### config.mk
export PLATFORM = sky130hd
export DESIGN_NAME = bbc_back_flat
export DESIGN_NICKNAME = d
export VERILOG_FILES = /design/src/rtl/core/bbc_pkg.sv /design/src/rtl/core/bbc_out_if.sv /design/src/rtl/core/bbc_ram.sv /design/src/rtl/core/bbc_back.sv /design/src/flat_wrapper.sv
export SDC_FILE = /design/constraint.sdc
export NUM_CORES = 1
export LEC_CHECK = 0
export ABC_AREA = 1
export BUFFER_PORTS_ARGS = -buffer_cell sky130_fd_sc_hd__buf_2
export CAP_MARGIN = 20
export CORE_MARGIN = 10
export CORE_UTILIZATION = 40
export DETAILED_ROUTE_END_ITERATION = 8
export GPL_TIMING_DRIVEN = 0
export PLACE_DENSITY = 0.62
export SKIP_CTS_REPAIR_TIMING = 1
export SLEW_MARGIN = 20
export SYNTH_ARGS = -nofsm -noshare
export SYNTH_HDL_FRONTEND = slang
export SYNTH_HIERARCHICAL = 1
export SYNTH_SLANG_ARGS = --single-unit
### constraint.sdc
create_clock -name clk -period 13.5 [get_ports clk]
set_clock_uncertainty 0.2 [all_clocks]
set_input_delay 0.675 -clock clk [delete_from_list [all_inputs] [get_ports clk]]
set_output_delay 0.675 -clock clk [all_outputs]
set_load 0.01 [all_outputs]
### src/rtl/core/bbc_pkg.sv
// Bracket balance checker: shared types and constants.
// Holds character codes, bracket kinds and the queue entry type.
// No dependencies.
package bbc_pkg;

    // Character codes of the six brackets
    localparam logic [7:0] CHAR_ROUND_OPEN   = 8'h28;
    localparam logic [7:0] CHAR_ROUND_CLOSE  = 8'h29;
    localparam logic [7:0] CHAR_SQUARE_OPEN  = 8'h5B;
    localparam logic [7:0] CHAR_SQUARE_CLOSE = 8'h5D;
    localparam logic [7:0] CHAR_CURLY_OPEN   = 8'h7B;
    localparam logic [7:0] CHAR_CURLY_CLOSE  = 8'h7D;

    // Bracket kinds as held on the stack
    typedef logic [1:0] kind_t;
    localparam kind_t KIND_ROUND  = 2'd0;
    localparam kind_t KIND_SQUARE = 2'd1;
    localparam kind_t KIND_CURLY  = 2'd2;
    localparam kind_t KIND_NONE   = 2'd3;

    // Entries in the queue between front and back
    localparam int QUEUE_DEPTH = 2;

    // Classified operation handed from front to back
    typedef struct packed {
        logic  last;
        logic  is_open;
        logic  is_close;
        kind_t kind;
    } op_t;

endpackage

### src/rtl/core/bbc_out_if.sv
// Bracket balance checker: result channel carrying one verdict per item.
// Depends on nothing.
interface bbc_out_if;
    logic valid;
    logic ready;
    logic finished;
    logic balanced;

    modport source (output valid, output finished, output balanced, input ready);
    modport sink   (input valid, input finished, input balanced, output ready);
endinterface

### src/rtl/core/bbc_ram.sv
// Bracket balance checker: generic single-write, single-read RAM.
// Registered read, read-before-write on the same address. No dependencies.
module bbc_ram #(
    parameter int WIDTH = 2,
    parameter int DEPTH = 128
) (
    input  logic                     clk,
    input  logic                     wr_en,
    input  logic [$clog2(DEPTH)-1:0] wr_addr,
    input  logic [WIDTH-1:0]         wr_data,
    input  logic [$clog2(DEPTH)-1:0] rd_addr,
    output logic [WIDTH-1:0]         rd_data
);

    logic [WIDTH-1:0] mem [DEPTH];
    logic [WIDTH-1:0] rd_data_reg;

    // Write one entry, read one entry registered
    always_ff @(posedge clk)
    begin
        if (wr_en)
        begin
            mem[wr_addr] <= wr_data;
        end
        rd_data_reg <= mem[rd_addr];
    end

    assign rd_data = rd_data_reg;

endmodule

### src/rtl/core/bbc_back.sv
// Bracket balance checker: back end holding the bracket stack and the verdict.
// Top of stack in a register, lower entries in bbc_ram. Depends on bbc_pkg, bbc_out_if.
module bbc_back
    import bbc_pkg::*;
#(
    parameter int STACK_DEPTH = 128
) (
    input  logic       clk,
    input  logic       rst_n,
    input  logic       q_valid,
    output logic       q_ready,
    input  op_t        q_op,
    bbc_out_if.source  verdict
);

    localparam int CW = $clog2(STACK_DEPTH + 1);
    localparam int AW = $clog2(STACK_DEPTH);

    logic [CW-1:0] count_reg;
    logic [CW-1:0] count_next;
    logic [CW-1:0] count_after;
    logic [CW-1:0] count_less1;
    logic [CW-1:0] count_less2;
    logic          failed_reg;
    logic          failed_next;
    kind_t         top_reg;
    kind_t         top_next;
    logic          byp_reg;
    kind_t         byp_data_reg;
    kind_t         ram_rd_data;
    kind_t         below;
    logic          out_valid_reg;
    logic          finished_reg;
    logic          balanced_reg;
    logic          take;
    logic          cnt_zero;
    logic          cnt_full;
    logic          do_push;
    logic          do_close;
    logic          mismatch;
    logic          do_pop;
    logic          fail_after;
    logic          bal_now;
    logic          wr_en;
    logic [AW-1:0] wr_addr;
    logic [AW-1:0] rd_addr;

    // Take an item whenever the output register is free or being drained
    assign q_ready  = !out_valid_reg || verdict.ready;
    assign take     = q_valid && q_ready;

    assign cnt_zero = (count_reg == '0);
    assign cnt_full = (count_reg == CW'(STACK_DEPTH));

    // Entry just below the top, forwarding a write made in the previous cycle
    assign below    = byp_reg ? byp_data_reg : ram_rd_data;

    // Carry out push, pop or mismatch
    always_comb
    begin
        do_push     = take && !failed_reg && q_op.is_open && !cnt_full;
        do_close    = take && !failed_reg && q_op.is_close;
        mismatch    = do_close && (cnt_zero || (top_reg != q_op.kind));
        do_pop      = do_close && !mismatch;
        fail_after  = failed_reg || mismatch;
        count_after = count_reg + CW'(do_push) - CW'(do_pop);
        bal_now     = !fail_after && (!q_op.last || (count_after == '0));

        count_next  = count_reg;
        failed_next = failed_reg;
        if (take)
        begin
            count_next  = q_op.last ? '0 : count_after;
            failed_next = q_op.last ? 1'b0 : fail_after;
        end

        top_next = top_reg;
        if (do_push)
        begin
            top_next = q_op.kind;
        end
        else if (do_pop)
        begin
            top_next = below;
        end
    end

    // Spill the old top on push; keep reading the entry below the next top
    assign count_less1 = count_reg - CW'(1);
    assign count_less2 = count_next - CW'(2);
    assign wr_en       = do_push && !cnt_zero;
    assign wr_addr     = count_less1[AW-1:0];
    assign rd_addr     = count_less2[AW-1:0];

    bbc_ram #(
        .WIDTH ($bits(kind_t)),
        .DEPTH (STACK_DEPTH)
    ) u_stack_ram (
        .clk     (clk),
        .wr_en   (wr_en),
        .wr_addr (wr_addr),
        .wr_data (top_reg),
        .rd_addr (rd_addr),
        .rd_data (ram_rd_data)
    );

    // Control state
    always_ff @(posedge clk or negedge rst_n)
    begin
        if (!rst_n)
        begin
            count_reg     <= '0;
            failed_reg    <= 1'b0;
            byp_reg       <= 1'b0;
            out_valid_reg <= 1'b0;
        end
        else
        begin
            count_reg  <= count_next;
            failed_reg <= failed_next;
            byp_reg    <= wr_en && (wr_addr == rd_addr);
            if (take)
            begin
                out_valid_reg <= 1'b1;
            end
            else if (verdict.ready)
            begin
                out_valid_reg <= 1'b0;
            end
        end
    end

    // Payload: top of stack, forwarded entry, result
    always_ff @(posedge clk)
    begin
        top_reg      <= top_next;
        byp_data_reg <= top_reg;
        if (take)
        begin
            finished_reg <= q_op.last;
            balanced_reg <= bal_now;
        end
    end

    assign verdict.valid    = out_valid_reg;
    assign verdict.finished = finished_reg;
    assign verdict.balanced = balanced_reg;

`ifndef SYNTH
    // Stack depth is never exceeded
    assert property (@(posedge clk) disable iff (!rst_n) count_reg <= CW'(STACK_DEPTH))
        else $error("stack count beyond depth");

    // End of string clears the stack and the failure flag
    assert property (@(posedge clk) disable iff (!rst_n)
        take && q_op.last |=> (count_reg == '0) && !failed_reg)
        else $error("state not cleared after end of string");

    // A forwarded entry always comes from a spill in the previous cycle
    assert property (@(posedge clk) disable iff (!rst_n) byp_reg |-> $past(wr_en))
        else $error("forwarding without a preceding write");
`endif

endmodule

### src/flat_wrapper.sv
// flat-port wrapper written by rule: the top's interface ports become plain ports
module bbc_back_flat import bbc_pkg::*;
#(
    parameter int STACK_DEPTH = 128
)
  (clk, rst_n, q_valid, q_ready, q_op, verdict_valid, verdict_finished, verdict_balanced, verdict_ready);
  bbc_out_if verdict_i ();
  input  logic clk;
  input  logic rst_n;
  input  logic q_valid;
  output logic q_ready;
  input  op_t q_op;
  output wire logic [$bits(verdict_i.valid)-1:0] verdict_valid;
  output wire logic [$bits(verdict_i.finished)-1:0] verdict_finished;
  output wire logic [$bits(verdict_i.balanced)-1:0] verdict_balanced;
  input wire logic [$bits(verdict_i.ready)-1:0] verdict_ready;
  assign verdict_valid = verdict_i.valid;
  assign verdict_finished = verdict_i.finished;
  assign verdict_balanced = verdict_i.balanced;
  assign verdict_i.ready = verdict_ready;
  bbc_back #(.STACK_DEPTH(STACK_DEPTH)) u_core (.clk(clk), .rst_n(rst_n), .q_valid(q_valid), .q_ready(q_ready), .q_op(q_op), .verdict(verdict_i));
endmodule
==> results of run 1 <==
-- metal layers --
metal  GRT usage, %  vias up
li1               -     4421
met1           22.5     4425
met2           28.4      333
met3           2.53       63
met4           5.58        0
met5              0        -
-- cells by family after synthesis --
group                      Yosys count  share of synthesized area [%]
DFF                                275                           64.2
muxes                                2                          0.157
adders and majority gates           21                           2.13
xor gates and xnor gates             9                          0.620
AOI/OAI and AO/OA                   19                          0.925
and+or+nand+nor                    814                           27.4
buffers and inverters              123                           4.61
-- cell type report --
class                           instances  area [µm²]
Multi-Input combinational cell        865        3970
Fill cell                            2912       17000
Tap cell                              402         503
Buffer                                 61         354
Clock inverter                         20         186
Clock buffer                           32         737
Timing Repair Buffer                   26         324
Inverter                               62         233
Sequential cell                       275        8160
-- worst max-delay path: cells and delay by family, from the launching register on --
kind	cells	cell delay, ps
AND/OR/NAND/NOR	15	1490
adder cells (fa/ha/maj)	5	1390
buffers and inverters	8	1480
flip-flops	1	420
-- synthesized netlist by cell type (4+ instances only) --
master,n,area share [%]
nand2_1,375,11
edfxtp_1,260,61
nand3_1,260,10
nor2_1,149,4.4
inv_1,55,1.6
buf_4,25,1.5
ha_1,20,2.0
clkbuf_1,17,0.50
buf_2,13,0.51
dfrtp_1,11,2.2
nor3_1,9,0.35
xor2_1,8,0.55
inv_2,7,0.21
nand2_2,7,0.34
a21oi_1,6,0.24
nand4_1,5,0.25
buf_1,4,0.12
dfxtp_1,4,0.63
-- worst min path at each step --
stage,end,slack (ps),start
floorplan,u_core/byp_reg$_DFF_PN0_,180,rst_n
global placement,u_core/count_reg[7]$_DFFE_PN0N_,360,u_core/count_reg[7]$_DFFE_PN0N_
detailed placement,u_core/count_reg[5]$_DFF_PN0_,380,rst_n
CTS,u_core/count_reg[5]$_DFF_PN0_,-200,rst_n
global route,u_core/verdict.finished$_DFFE_PN_,130,q_op[4]
finish,u_core/verdict.finished$_DFFE_PN_,130,q_op[4]
-- power breakdown --
part	switching [mW]	internal [mW]	leakage [nW]
Clock	0.327	0.450	0.445
Combinational	0.731	0.283	2.43
Sequential	0.0164	0.984	2.52
-- through the flow --
step           total power, mW  hold slack (ps)  setup WS, ps
2_1_floorplan             1.67              179          8390
3_3_place_gp              1.98              356          5670
3_5_place_dp              2.01              375          8390
4_1_cts                   2.78             -200          8420
5_1_grt                   2.94              133          8040
6_report                  2.79              133          8340
==> reports/metrics.cfg, run 1 <==
[synthesis]
synth-seq-cells=275
synth-edff-count=260
synth_fp_nets=1293
synthesis.area_mm2=0.0127
yosysWarnings=6
post_synth.cell_area_avg_um2=10.1
async_flop_share_pct=4.00
ys_types=34
ys.flop_type=edfxtp_1
netlist_instances=1263
ys_seq_area_share_pct=64.2

[clocking]
clk_pin_slew_ps=60
root_buffer=clkbuf_16
clkSinkCount=275
htree_levels=1
cts_buffers=29
cts_buffer_depth=3
clock_latency_ps=540
cts_tree=done

[timing]
finalCritPeriodShare_pct=38.2
drv_slew=0
rsz0062_at_grt=no
tightest_slew_ps=1030
finalHoldViolations=0
slew_headroom_pct=31.4
finalSetupTns_ps=0
min_period_ps=5160
finalSetupViolCount=0
fmax_mhz=194

[min_path]
hold_path_depth=1
hp-class=in -> reg

[final_layout]
diodes=0
final_common_cell=nand2_1
design_area_mm2=0.0145
drive_gt1_share_pct=9.99
layout_common_cells=nand2_1, nand3_1, edfxtp_1
area_growth_pct=13.8
largest_reg_flops=256
nets=1350
fin_util_pct=46.0
finalNonFillerCells=1743

[grt]
grt_max_degree=23
antenna_found_initial=1
grt_usage_pct=17.1
grt_pass1_wl_mm=51.3
grt_overflow=0
grt_pass1_vias=9066

[setup_path]
max_stage_delay_ps=430
critical_path_class=reg -> reg
required_ps=13700
reg2reg_depth=28
reg2reg_to=u_core/u_stack_ram/rd_data[1]$_DFF_P_
critPathCapture=u_core/u_stack_ram/rd_data[1]$_DFF_P_
crit_fanout=10
crit_slowest_cell=fa_1
cp-end-kind=register
path_common_cell=nand2_1
crit_start=u_core/count_reg[0]$_DFF_PN0_
crit_arrival_ps=5360
cp-start-kind=register
regToRegSetupSlack_ps=8340
r2r_start=u_core/count_reg[0]$_DFF_PN0_

[power]
leakage_nw=5.39
vdd_drop_max_uv=119
p_per_area_mw_per_mm2=193

[placement]
place_area_mm2=0.0135
io_buffers=12
place_inst=1690
gp_congestion=0.901
dp_hpwl_mm=23.7

[detailed_routing]
dr.pass1.iters=5
avgViaCountPerCell=5.30
drt-initial-drc-count=971
vias=9242
antenna_left=0
highest_layer=met4
drc_errors=0
wl_met3_mm=2.30
wl_met1_mm=14.3
wl_per_cell_um=19.3
wl_met2_mm=16.2
totalWireLength_mm=33.7

[floorplan]
die_area_mm2=0.0393
io-pin-count=13
core_area_mm2=0.0315
fp.dieW_um=198
std_cell_rows=65
die_h_um=198
start_util_pct=40.4

[run_status]
status=finished, final reports clean

[run]
max_cap_viol_count=0

Note: power is estimated with default switching activity, not from simulation.
==> run 2, diff against run 1 <==
==> constraint.sdc (replaced) <==
create_clock -name clk -period 5.39 [get_ports clk]
set_clock_uncertainty 0.2 [all_clocks]
set_input_delay 0.2695 -clock clk [delete_from_list [all_inputs] [get_ports clk]]
set_output_delay 0.2695 -clock clk [all_outputs]
set_load 0.01 [all_outputs]
==> run 2 against run 1 <==
Effect of this change:
- global-route usage is the same
- critical path depth unchanged
- sequential power rose to 2.5 times the previous value
- sequential share of layout area is 0.29 points lower
- highest routed layer unchanged
- critical endpoint is now u_core/u_stack_ram/rd_data[0]$_DFF_P_
- largest power group unchanged
==> reports/metrics.cfg, run 2 (synthesis gave the netlist of run 1 again) <==
[placement]
dp_hpwl_mm=23.7  ; unchanged
place_inst=1690  ; unchanged
io_buffers=12  ; unchanged
gp_congestion=0.901  ; unchanged

[final_layout]
fillCellCount=2905  ; -0.24%
nets=1356  ; +0.44%
finalNonFillerCells=1750  ; +0.40%
area_growth_pct=14.3
regArea_mm2=0.00816  ; unchanged
largest_reg_flops=256  ; unchanged
final_common_cell=nand2_1
layout_common_cells=nand2_1, nand3_1, edfxtp_1
drive_gt1_share_pct=10.1  ; +0.10 points
multi_input_area_mm2=0.00397  ; unchanged

[timing]
tightest_slew_ps=1060  ; +31.4 ps
finalHoldViolations=0  ; unchanged
finalCritPeriodShare_pct=92.7  ; +55 points
finalSetupTns_ps=0  ; unchanged
slew_headroom_pct=29.3  ; -2.1 points
min_period_ps=5000  ; -160 ps
fmax_mhz=200  ; +3.2%
finalSetupViolCount=0  ; unchanged
rsz0062_at_grt=no
whs_ps=4.98  ; -128 ps
drv_slew=0  ; unchanged

[setup_path]
crit_arrival_ps=5180  ; -180 ps
required_ps=5580  ; -8120 ps
crit_slowest_cell=fa_1
path_common_cell=nand2_1
crit_fanout=10  ; unchanged
critPathTopFamily=simple AND/OR/NAND/NOR gates
critical_path_class=reg -> reg
cp-end-kind=register
cp-start-kind=register
max_stage_delay_ps=430  ; about the same
critPathBufInv=7  ; -1

[grt]
grt_max_degree=23  ; unchanged
grt_usage_pct=17.1  ; unchanged
antenna_found_initial=1  ; unchanged
grt_pass1_vias=9066  ; unchanged
grt_overflow=0  ; unchanged
grt_pass1_wl_mm=51.3  ; unchanged

[power]
total_power_mw=6.99  ; +150%
leakage_nw=5.42  ; +0.61%
vdd_drop_max_uv=299  ; +150%
p_per_area_mw_per_mm2=481  ; +150%

[detailed_routing]
drt-initial-drc-count=975  ; +0.41%
wl_per_cell_um=19.3  ; -0.17%
vias=9327  ; +0.92%
totalWireLength_mm=33.8  ; +0.23%
drc_errors=0  ; unchanged
dr.pass1.iters=6  ; +1
antenna_left=0  ; unchanged
avgViaCountPerCell=5.33  ; +0.52%

[floorplan]
die_area_mm2=0.0393  ; unchanged
std_cell_rows=65  ; unchanged
start_util_pct=40.4  ; unchanged
fp.dieW_um=198  ; unchanged
die_h_um=198  ; unchanged
core_area_mm2=0.0315  ; unchanged
io-pin-count=13  ; unchanged

[clocking]
htree_levels=1  ; unchanged
root_buffer=clkbuf_16
clkSinkCount=275  ; unchanged
cts_buffers=29  ; unchanged
cts_buffer_depth=3  ; unchanged
clock_latency_ps=540  ; about the same
cts_tree=done
clk_pin_slew_ps=60  ; about the same

[run]
max_cap_viol_count=0  ; unchanged

[min_path]
hp-class=in -> reg

[run_status]
status=finished, final reports clean

## run 2: cell types whose count changed in the layout (fill, tap and decap cells not counted), sizes merged
| cell | change |
|---|---|
| clkbuf | +1 |
| diode | +1 |
| dlygate4sd3 | +7 |
| buf | -2 |
## run 2: final cells by class
class	count	area share, %
Clock inverter	20	1.28
Multi-Input combinational cell	865	27.3
Tap cell	402	3.46
Antenna cell	1	0.0172
Clock buffer	32	5.07
Timing Repair Buffer	33	2.71
Buffer	60	2.44
Sequential cell	275	56.1
Inverter	62	1.60
## run 2: per-stage QoR
step | utilization [%] | area [µm²] | setup slack [ps]
after floorplan | - | 12700 | 282
after global placement | 42.2 | 13300 | -2440
after detailed placement | 43.0 | 13500 | 342
after CTS | 45.9 | 14500 | 311
after global routing | 46.2 | 14500 | 3.65
final | 46.2 | 14500 | 392
## run 2: where the power goes
| part | internal, mW | switching, mW |
|---|---|---|
| Sequential | 2.46 | 0.0407 |
| Combinational | 0.716 | 1.83 |
| Clock | 1.13 | 0.815 |
| Total | 4.31 | 2.68 |
## run 2: worst paths after layout
path,startpoint,endpoint,slack (ps),cells after the start
max reg2reg,u_core/count_reg[0]$_DFF_PN0_,u_core/u_stack_ram/rd_data[0]$_DFF_P_,390,28
max,u_core/count_reg[0]$_DFF_PN0_,u_core/u_stack_ram/rd_data[0]$_DFF_P_,390,28
max in group asynchronous,rst_n,u_core/count_reg[4]$_DFF_PN0_,4030,3
min reg2reg,u_core/count_reg[7]$_DFFE_PN0N_,u_core/count_reg[7]$_DFFE_PN0N_,380,2
min,q_op[3],u_core/top_reg[0]$_DFFE_PP_,5,3
min in group asynchronous,rst_n,u_core/verdict.valid$_DFFE_PN0P_,580,3
## run 2: tightest hold or removal path, cell delays in order
cell,delay (ps)
buf_2,100
nand3_2,130
a21oi_1,80
## run 2: routing by layer
metal,vias to the layer above,track usage [%],part of all wire (%),wire length (µm)
met3,68,2.53,7.1,2410
met2,356,28.4,48,16200
met4,0,5.58,3.0,1000
li1,4433,-,-,-
met5,-,0,0,0
met1,4470,22.5,42,14200
